==> config.mk <==
export PLATFORM = sky130hd
export DESIGN_NAME = clipped_gray_glyph_blit_top
export DESIGN_NICKNAME = d
export VERILOG_FILES = /design/src/cgb_pkg.sv /design/src/clipped_gray_glyph_blit_top.sv /design/src/cgb_config_regs.sv /design/src/cgb_raster_counter.sv /design/src/cgb_pixel_stage.sv
export VERILOG_INCLUDE_DIRS = /design/src /design/src/src
export SDC_FILE = /design/constraint.sdc
export NUM_CORES = 1
export LEC_CHECK = 0
export BUFFER_PORTS_ARGS = -buffer_cell sky130_fd_sc_hd__buf_2
export CORE_UTILIZATION = 40
export CTS_CLUSTER_DIAMETER = 30
export DETAILED_ROUTE_END_ITERATION = 8
export GPL_TIMING_DRIVEN = 0
export PLACE_DENSITY = 0.57
export SLEW_MARGIN = 20
export SYNTH_ARGS = -nofsm -noshare
export SYNTH_HDL_FRONTEND = slang
export SYNTH_SLANG_ARGS = --single-unit
==> constraint.sdc <==
create_clock -name clk -period 9.45 [get_ports clk]
set_clock_uncertainty 0.05 [all_clocks]
set_input_delay 0.945 -clock clk [delete_from_list [all_inputs] [get_ports clk]]
set_output_delay 0.945 -clock clk [all_outputs]
set_load 0.1 [all_outputs]
==> src/clipped_gray_glyph_blit_top_defines.svh <==
// assertion helpers shared by the glyph blit modules
`ifndef CLIPPED_GRAY_GLYPH_BLIT_TOP_DEFINES_SVH
`define CLIPPED_GRAY_GLYPH_BLIT_TOP_DEFINES_SVH

// same-cycle implication, checked outside reset
`define CGB_ASSERT_NOW(label, ante, cons, msg) \
    label: assert property (@(posedge clk) disable iff (!rst_n) (ante) |-> (cons)) \
        else $error(msg);

// next-cycle implication, checked outside reset
`define CGB_ASSERT_NEXT(label, ante, cons, msg) \
    label: assert property (@(posedge clk) disable iff (!rst_n) (ante) |=> (cons)) \
        else $error(msg);

`endif

==> src/cgb_pkg.sv <==
package cgb_pkg;

    localparam int CfgIndexWidth = 3;
    localparam int CfgDataWidth  = 13;
    localparam int AddrWidth     = 25;

    // register indexes of the configuration port
    localparam logic [CfgIndexWidth-1:0] CFG_GLYPH_WIDTH   = 3'd0;
    localparam logic [CfgIndexWidth-1:0] CFG_GLYPH_HEIGHT  = 3'd1;
    localparam logic [CfgIndexWidth-1:0] CFG_ORIGIN_X      = 3'd2;
    localparam logic [CfgIndexWidth-1:0] CFG_ORIGIN_Y      = 3'd3;
    localparam logic [CfgIndexWidth-1:0] CFG_SCREEN_WIDTH  = 3'd4;
    localparam logic [CfgIndexWidth-1:0] CFG_SCREEN_HEIGHT = 3'd5;
    localparam logic [CfgIndexWidth-1:0] CFG_LINE_PITCH    = 3'd6;

    // coverage thresholds and palette entries
    localparam logic [7:0] COV_FULL  = 8'd200;
    localparam logic [7:0] COV_HALF  = 8'd100;
    localparam logic [7:0] COV_LIGHT = 8'd40;
    localparam logic [3:0] COLOR_FULL  = 4'd15;
    localparam logic [3:0] COLOR_HALF  = 4'd7;
    localparam logic [3:0] COLOR_LIGHT = 4'd8;
    localparam logic [3:0] COLOR_NONE  = 4'd0;

    typedef struct packed {
        logic [7:0]         glyph_width;
        logic [7:0]         glyph_height;
        logic signed [12:0] origin_x;
        logic signed [12:0] origin_y;
        logic [11:0]        screen_width;
        logic [11:0]        screen_height;
        logic [12:0]        line_pitch;
    } cgb_cfg_t;

    // one accepted pixel waiting in the input stage
    typedef struct packed {
        logic       valid;
        logic [7:0] coverage;
        logic [7:0] column;
        logic [7:0] row;
        logic       last;
    } cgb_item_t;

    function automatic logic [3:0] cgb_quantize(input logic [7:0] cov);
        logic [3:0] color;
        if (cov >= COV_FULL)
            color = COLOR_FULL;
        else if (cov >= COV_HALF)
            color = COLOR_HALF;
        else if (cov >= COV_LIGHT)
            color = COLOR_LIGHT;
        else
            color = COLOR_NONE;
        return color;
    endfunction

endpackage

==> src/clipped_gray_glyph_blit_top.sv <==
// Clipped gray glyph blitter: takes glyph coverage bytes in raster order, one
// request per clock while in_stall is low, and returns one pixel result per
// request - a write flag, the frame buffer byte address (row times line_pitch
// plus column) and a four-entry palette color, with glyph_done on the glyph's
// last pixel. Pixels off screen come back with write_enable low and zero
// address and color. The block sustains one pixel per clock while out_stall
// is low: a request passes an input stage (where the column and row counters
// advance) and a result stage (13x13 multiply plus column add). in_stall
// rises only while the result register is full and out_stall is high.
// Configuration writes are taken every cycle and must only happen while no
// pixel is in flight.
module clipped_gray_glyph_blit_top
(
    input  logic                                clk,
    input  logic                                rst_n,
    // configuration write channel
    input  logic                                cfg_valid,
    output logic                                cfg_ready,
    input  logic [cgb_pkg::CfgIndexWidth-1:0]   cfg_index,
    input  logic [cgb_pkg::CfgDataWidth-1:0]    cfg_data,
    // coverage request channel
    input  logic                                in_valid,
    output logic                                in_stall,
    input  logic [7:0]                          coverage,
    // pixel result channel
    output logic                                out_valid,
    input  logic                                out_stall,
    output logic                                write_enable,
    output logic [cgb_pkg::AddrWidth-1:0]       pixel_address,
    output logic [3:0]                          palette_color,
    output logic                                glyph_done
);
    import cgb_pkg::*;

    cgb_cfg_t  cfg;
    cgb_item_t item;
    logic      advance;

    // glyph geometry, origin, screen bounds and pitch
    cgb_config_regs u_config
    (
        .clk       (clk),
        .rst_n     (rst_n),
        .cfg_valid (cfg_valid),
        .cfg_ready (cfg_ready),
        .cfg_index (cfg_index),
        .cfg_data  (cfg_data),
        .cfg       (cfg)
    );

    // raster position counters and input stage
    cgb_raster_counter u_counter
    (
        .clk      (clk),
        .rst_n    (rst_n),
        .cfg      (cfg),
        .in_valid (in_valid),
        .in_stall (in_stall),
        .coverage (coverage),
        .advance  (advance),
        .item     (item)
    );

    // clipping, address, palette lookup and result register
    cgb_pixel_stage u_pixel
    (
        .clk           (clk),
        .rst_n         (rst_n),
        .cfg           (cfg),
        .item          (item),
        .advance       (advance),
        .out_valid     (out_valid),
        .out_stall     (out_stall),
        .write_enable  (write_enable),
        .pixel_address (pixel_address),
        .palette_color (palette_color),
        .glyph_done    (glyph_done)
    );

endmodule

==> src/cgb_config_regs.sv <==
module cgb_config_regs
(
    input  logic                                clk,
    input  logic                                rst_n,
    input  logic                                cfg_valid,
    output logic                                cfg_ready,
    input  logic [cgb_pkg::CfgIndexWidth-1:0]   cfg_index,
    input  logic [cgb_pkg::CfgDataWidth-1:0]    cfg_data,
    output cgb_pkg::cgb_cfg_t                   cfg
);
    import cgb_pkg::*;

    cgb_cfg_t cfg_reg;
    cgb_cfg_t cfg_next;

    assign cfg_ready = 1'b1;
    assign cfg       = cfg_reg;

    always_comb
    begin
        cfg_next = cfg_reg;
        if (cfg_valid)
        begin
            case (cfg_index)
                CFG_GLYPH_WIDTH:   cfg_next.glyph_width   = cfg_data[7:0];
                CFG_GLYPH_HEIGHT:  cfg_next.glyph_height  = cfg_data[7:0];
                CFG_ORIGIN_X:      cfg_next.origin_x      = $signed(cfg_data);
                CFG_ORIGIN_Y:      cfg_next.origin_y      = $signed(cfg_data);
                CFG_SCREEN_WIDTH:  cfg_next.screen_width  = cfg_data[11:0];
                CFG_SCREEN_HEIGHT: cfg_next.screen_height = cfg_data[11:0];
                CFG_LINE_PITCH:    cfg_next.line_pitch    = cfg_data;
                default:           cfg_next = cfg_reg;
            endcase
        end
    end

    always_ff @(posedge clk or negedge rst_n)
    begin
        if (!rst_n)
            cfg_reg <= '0;
        else
            cfg_reg <= cfg_next;
    end

endmodule

==> src/cgb_raster_counter.sv <==
`include "clipped_gray_glyph_blit_top_defines.svh"

module cgb_raster_counter
(
    input  logic                clk,
    input  logic                rst_n,
    input  cgb_pkg::cgb_cfg_t   cfg,
    input  logic                in_valid,
    output logic                in_stall,
    input  logic [7:0]          coverage,
    input  logic                advance,
    output cgb_pkg::cgb_item_t  item
);
    import cgb_pkg::*;

    logic [7:0] column_reg;
    logic [7:0] column_next;
    logic [7:0] row_reg;
    logic [7:0] row_next;
    cgb_item_t  item_reg;
    cgb_item_t  item_next;
    logic       accept;
    logic       row_end;
    logic       last;

    assign in_stall = item_reg.valid && !advance;
    assign accept   = in_valid && !in_stall;
    assign item     = item_reg;

    // 9-bit compares so a count of 255 still ends a row of width 0 or 255
    assign row_end = ({1'b0, column_reg} + 9'd1) >= {1'b0, cfg.glyph_width};
    assign last    = row_end && (({1'b0, row_reg} + 9'd1) >= {1'b0, cfg.glyph_height});

    always_comb
    begin
        column_next = column_reg;
        row_next    = row_reg;
        item_next   = item_reg;
        if (accept)
        begin
            item_next.valid    = 1'b1;
            item_next.coverage = coverage;
            item_next.column   = column_reg;
            item_next.row      = row_reg;
            item_next.last     = last;
            if (last)
            begin
                column_next = '0;
                row_next    = '0;
            end
            else if (row_end)
            begin
                column_next = '0;
                row_next    = row_reg + 8'd1;
            end
            else
            begin
                column_next = column_reg + 8'd1;
            end
        end
        else if (advance)
        begin
            item_next.valid = 1'b0;
        end
    end

    always_ff @(posedge clk or negedge rst_n)
    begin
        if (!rst_n)
        begin
            column_reg <= '0;
            row_reg    <= '0;
            item_reg   <= '0;
        end
        else
        begin
            column_reg <= column_next;
            row_reg    <= row_next;
            item_reg   <= item_next;
        end
    end

    `CGB_ASSERT_NEXT(a_wrap_after_last, accept && last,
        column_reg == 8'd0 && row_reg == 8'd0, "counters did not wrap after last pixel")
    `CGB_ASSERT_NEXT(a_column_step, accept && !row_end,
        column_reg == $past(column_reg) + 8'd1, "column did not step")
    `CGB_ASSERT_NEXT(a_hold_when_idle, !accept,
        column_reg == $past(column_reg) && row_reg == $past(row_reg),
        "counters moved without a request")

endmodule

==> src/cgb_pixel_stage.sv <==
`include "clipped_gray_glyph_blit_top_defines.svh"

module cgb_pixel_stage
(
    input  logic                                clk,
    input  logic                                rst_n,
    input  cgb_pkg::cgb_cfg_t                   cfg,
    input  cgb_pkg::cgb_item_t                  item,
    output logic                                advance,
    output logic                                out_valid,
    input  logic                                out_stall,
    output logic                                write_enable,
    output logic [cgb_pkg::AddrWidth-1:0]       pixel_address,
    output logic [3:0]                          palette_color,
    output logic                                glyph_done
);
    import cgb_pkg::*;

    logic signed [13:0]   sx;
    logic signed [13:0]   sy;
    logic                 on_screen;
    logic [25:0]          row_offset;
    logic [AddrWidth-1:0] addr;
    logic                 valid_reg;
    logic                 valid_next;
    logic                 we_reg;
    logic [AddrWidth-1:0] addr_reg;
    logic [3:0]           color_reg;
    logic                 done_reg;
    logic                 load;

    function automatic logic signed [13:0] origin_ext(input logic signed [12:0] o);
        return {o[12], o};
    endfunction

    assign advance = !valid_reg || !out_stall;
    assign load    = advance && item.valid;

    // screen position, 14 bits signed covers origin plus a full glyph
    assign sx = {origin_ext(cfg.origin_x)} + $signed({6'b0, item.column});
    assign sy = {origin_ext(cfg.origin_y)} + $signed({6'b0, item.row});

    assign on_screen = !sx[13] && !sy[13]
                    && (sx[12:0] < {1'b0, cfg.screen_width})
                    && (sy[12:0] < {1'b0, cfg.screen_height});

    assign row_offset = {13'b0, sy[12:0]} * {13'b0, cfg.line_pitch};
    assign addr       = row_offset[AddrWidth-1:0] + {12'b0, sx[12:0]};

    assign valid_next = advance ? item.valid : valid_reg;

    always_ff @(posedge clk or negedge rst_n)
    begin
        if (!rst_n)
            valid_reg <= 1'b0;
        else
            valid_reg <= valid_next;
    end

    always_ff @(posedge clk)
    begin
        if (load)
        begin
            we_reg    <= on_screen;
            addr_reg  <= on_screen ? addr : '0;
            color_reg <= on_screen ? cgb_quantize(item.coverage) : COLOR_NONE;
            done_reg  <= item.last;
        end
    end

    assign out_valid     = valid_reg;
    assign write_enable  = we_reg;
    assign pixel_address = addr_reg;
    assign palette_color = color_reg;
    assign glyph_done    = done_reg;

    `CGB_ASSERT_NOW(a_clipped_zero, valid_reg && !we_reg,
        addr_reg == '0 && color_reg == COLOR_NONE, "clipped pixel carries data")
    `CGB_ASSERT_NOW(a_palette_set, valid_reg,
        color_reg == COLOR_NONE || color_reg == COLOR_LIGHT ||
        color_reg == COLOR_HALF || color_reg == COLOR_FULL, "color outside palette")
    `CGB_ASSERT_NEXT(a_result_refill, item.valid && advance, valid_reg,
        "accepted pixel lost between stages")

endmodule
Word-level counts from Yosys, hierarchy flattened
Index checks and enable logic that the tools add are counted.

$add $sub $neg: 7. Multipliers: 1. Order comparisons: 7. Eq/ne operators: 6. Multiplexer cells: 9. Reductions and logical operators: 25.

Operator list (number): $mux 8 (4); $add 13x9->14 (2); $lt 13x12->1 (2); $add 25x13->25 (1); $mul 13x13->25 (1); $add 8x1->9 const B (2); $ge 9x8->1 (2); $add 8x1->8 const B (2); $reduce_and 2->1 (8); $mux 4 (3); $eq 3x3->1 const B (3); $ge 8x6->1 const B (1); $ge 8x7->1 const B (1); $ge 8x8->1 const B (1); $logic_and 1x1->1 (7); $eq 3x2->1 const B (2); $logic_not 1->1 (6); $reduce_bool 2->1 (2); $eq 3x1->1 const B (1); $logic_not 3->1 (1); $mux 1 (2); $logic_or 1x1->1 (1).

Bits in registers: 153. Input port bits: 29. Output and inout bits: 34. Logic and storage cells: 74.

Depth between registers and ports, before layout
Depth in word-level cells: 7. Depth in mapped cells: 31. Mapped depth without buffers: 30.

Modules after synthesis
From an unflattened synthesis, not the netlist that was laid out.

Cell total of the unflattened synthesis: 1370. Area, all modules: 13767.0 um^2.

Modules (own cells, without submodules): cgb_pixel_stage (times used 1, cells each 929, area an instance 8436.8 um^2, seq. area each 895.9 um^2); cgb_config_regs (times used 1, cells each 173, area an instance 3019.1 um^2, seq. area each 1976.9 um^2); cgb_raster_counter (times used 1, cells each 268, area an instance 2311.0 um^2, seq. area each 1051.0 um^2).

Worst setup path after synthesis
No wires, ideal clock.

Kind: reg2reg. Start point: register u_config.cfg_reg (netlist bit u_config.cfg[37]). End point: register u_pixel.addr_reg[23] (netlist: u_pixel.pixel_address[23]), data pin. Setup time: 255 ps. Data arrival time: 6874 ps. Data required time: 9145 ps. Path slack: 2271 ps. Stages on the path, launching flop included: 32. Path buffers: 1. Period minus slack after synthesis: 7179 ps. Path through: dfrtp_1 ha_1 inv_1 fa_1 nor2b_1 o31a_1 o21a_1 nor2_1 xnor2_1 clkbuf_1 and2_1 fa_1 inv_1 fa_1 inv_1 fa_1 inv_1 fa_1 inv_1 fa_1 inv_1 fa_1 inv_1 ha_1 a21oi_1 o21ai_0 a31oi_1 a31oi_1 o221ai_1 a21boi_0 or3_1 and3_1.

Cells in the longest elaborated chain, start to end: 5. Elaborated cells on any way between the ends: 8. Those cells by class: add/sub: 2; mul: 1; order compare: 1; reduce/logical: 4.

RTL lines: from (decl) (line cgb_config_regs.sv:13) `cgb_cfg_t cfg_reg;`; from (signal assigned) (line cgb_config_regs.sv:42) `cfg_reg <= cfg_next;`; $add 13x9->14 (*) (line cgb_pixel_stage.sv:41) `assign sy = {origin_ext(cfg.origin_y)} + $signed({6'b0, item.row});`; parallel branches: the longest is 4 deep, another holds $mul 13x13->25; to (signal assigned) (line cgb_pixel_stage.sv:65) `addr_reg <= on_screen ? addr : '0;`; to (decl) (line cgb_pixel_stage.sv:27) `logic [AddrWidth-1:0] addr_reg;`.

Mark *: on every way between the ends. A chain may end at the register's enable or synchronous reset.

Worst setup path in the final report
Start point: register u_config.cfg_reg (netlist bit u_config.cfg[37]). End point: register u_pixel.addr_reg[21] (netlist: u_pixel.pixel_address[21]), data pin.

Same word-level chain as after synthesis.

==> flow_summary.toml <==
[timing]
rsz0062_at_grt = "no"
holdWs_ns = 0.4125
slew_viol_final = 0
period_needed_ns = 8.418
fmax_ghz = 0.1188
setup_viol_count_final = 0
fin_tns_setup_ns = 0
tightest_slew_ns = 0.9162
hold_viol_final = 0
period_share = 0.8907
timing.slew.headroom = 0.3848

[global_routing]
grt_max_degree = 67
grt_overflow = 0
first_global_vias = 9897
antenna_found_initial = 0
grt_usage = 0.1944
grt_pass1_wl_um = 52450

[setup_path]
cp_max_fo = 10
slowest_stage = "fa_1"
start_kind = "flip-flop"
cp-end-kind = "flip-flop"
critPathKind = "flip-flop to flip-flop"
cp_common_cell = "fa_1"
regToRegEndpoint = "u_pixel.pixel_address[21]$_SDFFCE_PN0P_"
r2r_cells = 29
r2r-start = "u_config.cfg[37]$_DFFE_PN0P_"
cp_slowest_stage_delay_ns = 0.54
worstPathArrival_ns = 8.56
ff2ff_setup_slack_ns = 1.03
crit_required_ns = 9.59

[cts]
cts-hold-fix-buffers = 0
cts_tree = "done"
cts.sinks = 149
cts_root_buffer = "clkbuf_16"
cts-buffers-inserted = 17
clk_pin_slew_ns = 0.07
htreeDepth = 4
clock_path_buffers = 2
postCtsSetupBuffers = 0
cts_resized = 0
clock_latency_ns = 0.44

[final_layout]
nFillCells = 3278
largest_reg_flops = 79
final_cell_mix = "inv_1 (204), nand2_1 (190), ha_1 (142)"
final_common_cell = "inv_1"
fin_nets = 1770
n_antenna_cell = 0
drive_above_1_share = 0.1134
syn2layout_area_growth_pct = 11.09

[floorplanning]
initial_core_util = 0.4063
die_h_um = 186.6
die_w_um = 186.6
io_pins = 63
dieArea_sq_mm = 0.03480
coreArea_sq_mm = 0.03353
rows = 67

[drt]
via_per_inst = 4.938
drtIter0Drc = 301
remaining_drc_errors = 0
firstDrtPassIters = 4
wl_um = 32300
routedWlPerCell_um = 16.74
vias = 9525
ant_nets = 0

[hold_path]
min-delay-start = "u_counter.item[0]$_DFFE_PN0P_"
min_path_type = "flip-flop to flip-flop"
holdPathEnd = "u_pixel.glyph_done$_DFFE_PP_"
whs_path_depth = 0

[place]
routabilityCongestion = 0.8396
portBuffers = 59
hpwl_um = 25310

[logic_synthesis]
ys_seq_elements = 149
syn-num-nets = 1690
syn_inst = 1388
ys_seq_area_frac = 0.2843
synth_edf_count = 29
netlist_area_sq_mm = 0.01362
yosysWarnings = 0
synthFlopType = "dfrtp_1"
synthArstFlopShare = 0.8054
postSynthAreaPerCell_sq_um = 9.816
synth_cell_types = 60

[outcome]
outcome = "finished clean"

[flow_run]
drv_cap = 0
[logic make-up (layout without fill, tap and decap cells)]
kind of cell / after synthesis / count (layout) / share of synthesized area
flops: 149 / 149 / 0.2843
other cells: 1 / 1 / 0.0002752
xor+xnor: 57 / 57 / 0.03664
simple gates: 427 / 427 / 0.1551
compound gates: 166 / 166 / 0.07815
fa+ha+maj: 273 / 273 / 0.3229
mux: 61 / 61 / 0.05033
buf+inv: 254 / 347 / 0.07227
[cells in the mapped netlist (8+ instances only)]
cell type    n  share of area
inv_1      204          0.056
nand2_1    190          0.052
ha_1       142           0.13
fa_1       131           0.19
and2_1     121          0.056
dfrtp_1    120           0.22
mux2_2      60          0.050
o21ai_0     55          0.020
clkbuf_1    40          0.011
xnor2_1     35          0.022
a21oi_1     33          0.012
nor2_1      31         0.0085
edfxtp_1    29          0.064
xor2_1      22          0.014
nor2b_1     17         0.0078
a21o_1      16         0.0088
nand3_1     15         0.0055
nand2b_1    13         0.0060
o211ai_1    13         0.0072
and3_1       9         0.0041
nor3_1       8         0.0029
[layout make-up]
| class | instances | area, sq um | area share |
|---|---|---|---|
| Buffer | 50 | 219.0 | 0.01447 |
| Clock buffer | 21 | 470.5 | 0.03108 |
| Clock inverter | 11 | 112.6 | 0.007440 |
| Inverter | 204 | 765.7 | 0.05059 |
| Multi-Input combinational cell | 985 | 8777 | 0.5799 |
| Sequential cell | 149 | 3874 | 0.2559 |
| Tap cell | 448 | 560.5 | 0.03703 |
| Timing Repair Buffer | 61 | 356.6 | 0.02356 |
[per-layer routing]
| metal | track usage | up-vias | wire length (um) |
|---|---|---|---|
| li1 | - | 4643 | - |
| met1 | 0.2568 | 4681 | 15050 |
| met2 | 0.3263 | 165 | 15440 |
| met3 | 0.03705 | 36 | 1238 |
| met4 | 0.05107 | 0 | 563 |
| met5 | 0 | - | 0 |
[metrics by stage]
step,util,area (sq um),setup WS [ns],instances
floorplan,-,13620,2.271,1388
detailed placement,0.4340,14550,0.9527,1897
global route,0.4514,15140,0.4432,1929
finish,0.4514,15140,1.032,1929
global placement,0.4318,14480,1.023,1895
CTS,0.4514,15140,0.9281,1929
[critical path, delay by kind of cell, from the launching register on]
family          cells  cell delay, ns
fa+ha+maj           9            3.71
compound gates      6            1.54
simple gates        6            1.02
buf+inv             6            0.88
xor+xnor            2            0.58
flops               1            0.35
[worst max-delay path by stage]
stage                                  startpoint                                 endpoint  cells after the start
floorplan            u_config.cfg[37]$_DFFE_PN0P_  u_pixel.pixel_address[23]$_SDFFCE_PN0P_                     31
global placement    u_counter.item[1]$_DFFE_PN0P_  u_pixel.pixel_address[23]$_SDFFCE_PN0P_                     29
detailed placement  u_counter.item[1]$_DFFE_PN0P_  u_pixel.pixel_address[21]$_SDFFCE_PN0P_                     29
CTS                 u_counter.item[1]$_DFFE_PN0P_  u_pixel.pixel_address[21]$_SDFFCE_PN0P_                     29
global route         u_config.cfg[37]$_DFFE_PN0P_  u_pixel.pixel_address[21]$_SDFFCE_PN0P_                     29
finish               u_config.cfg[37]$_DFFE_PN0P_  u_pixel.pixel_address[21]$_SDFFCE_PN0P_                     29
Power is left out: the tool's default activity adds up to more than one toggle a clock period on the data nets, which glitch-free logic cannot reach.
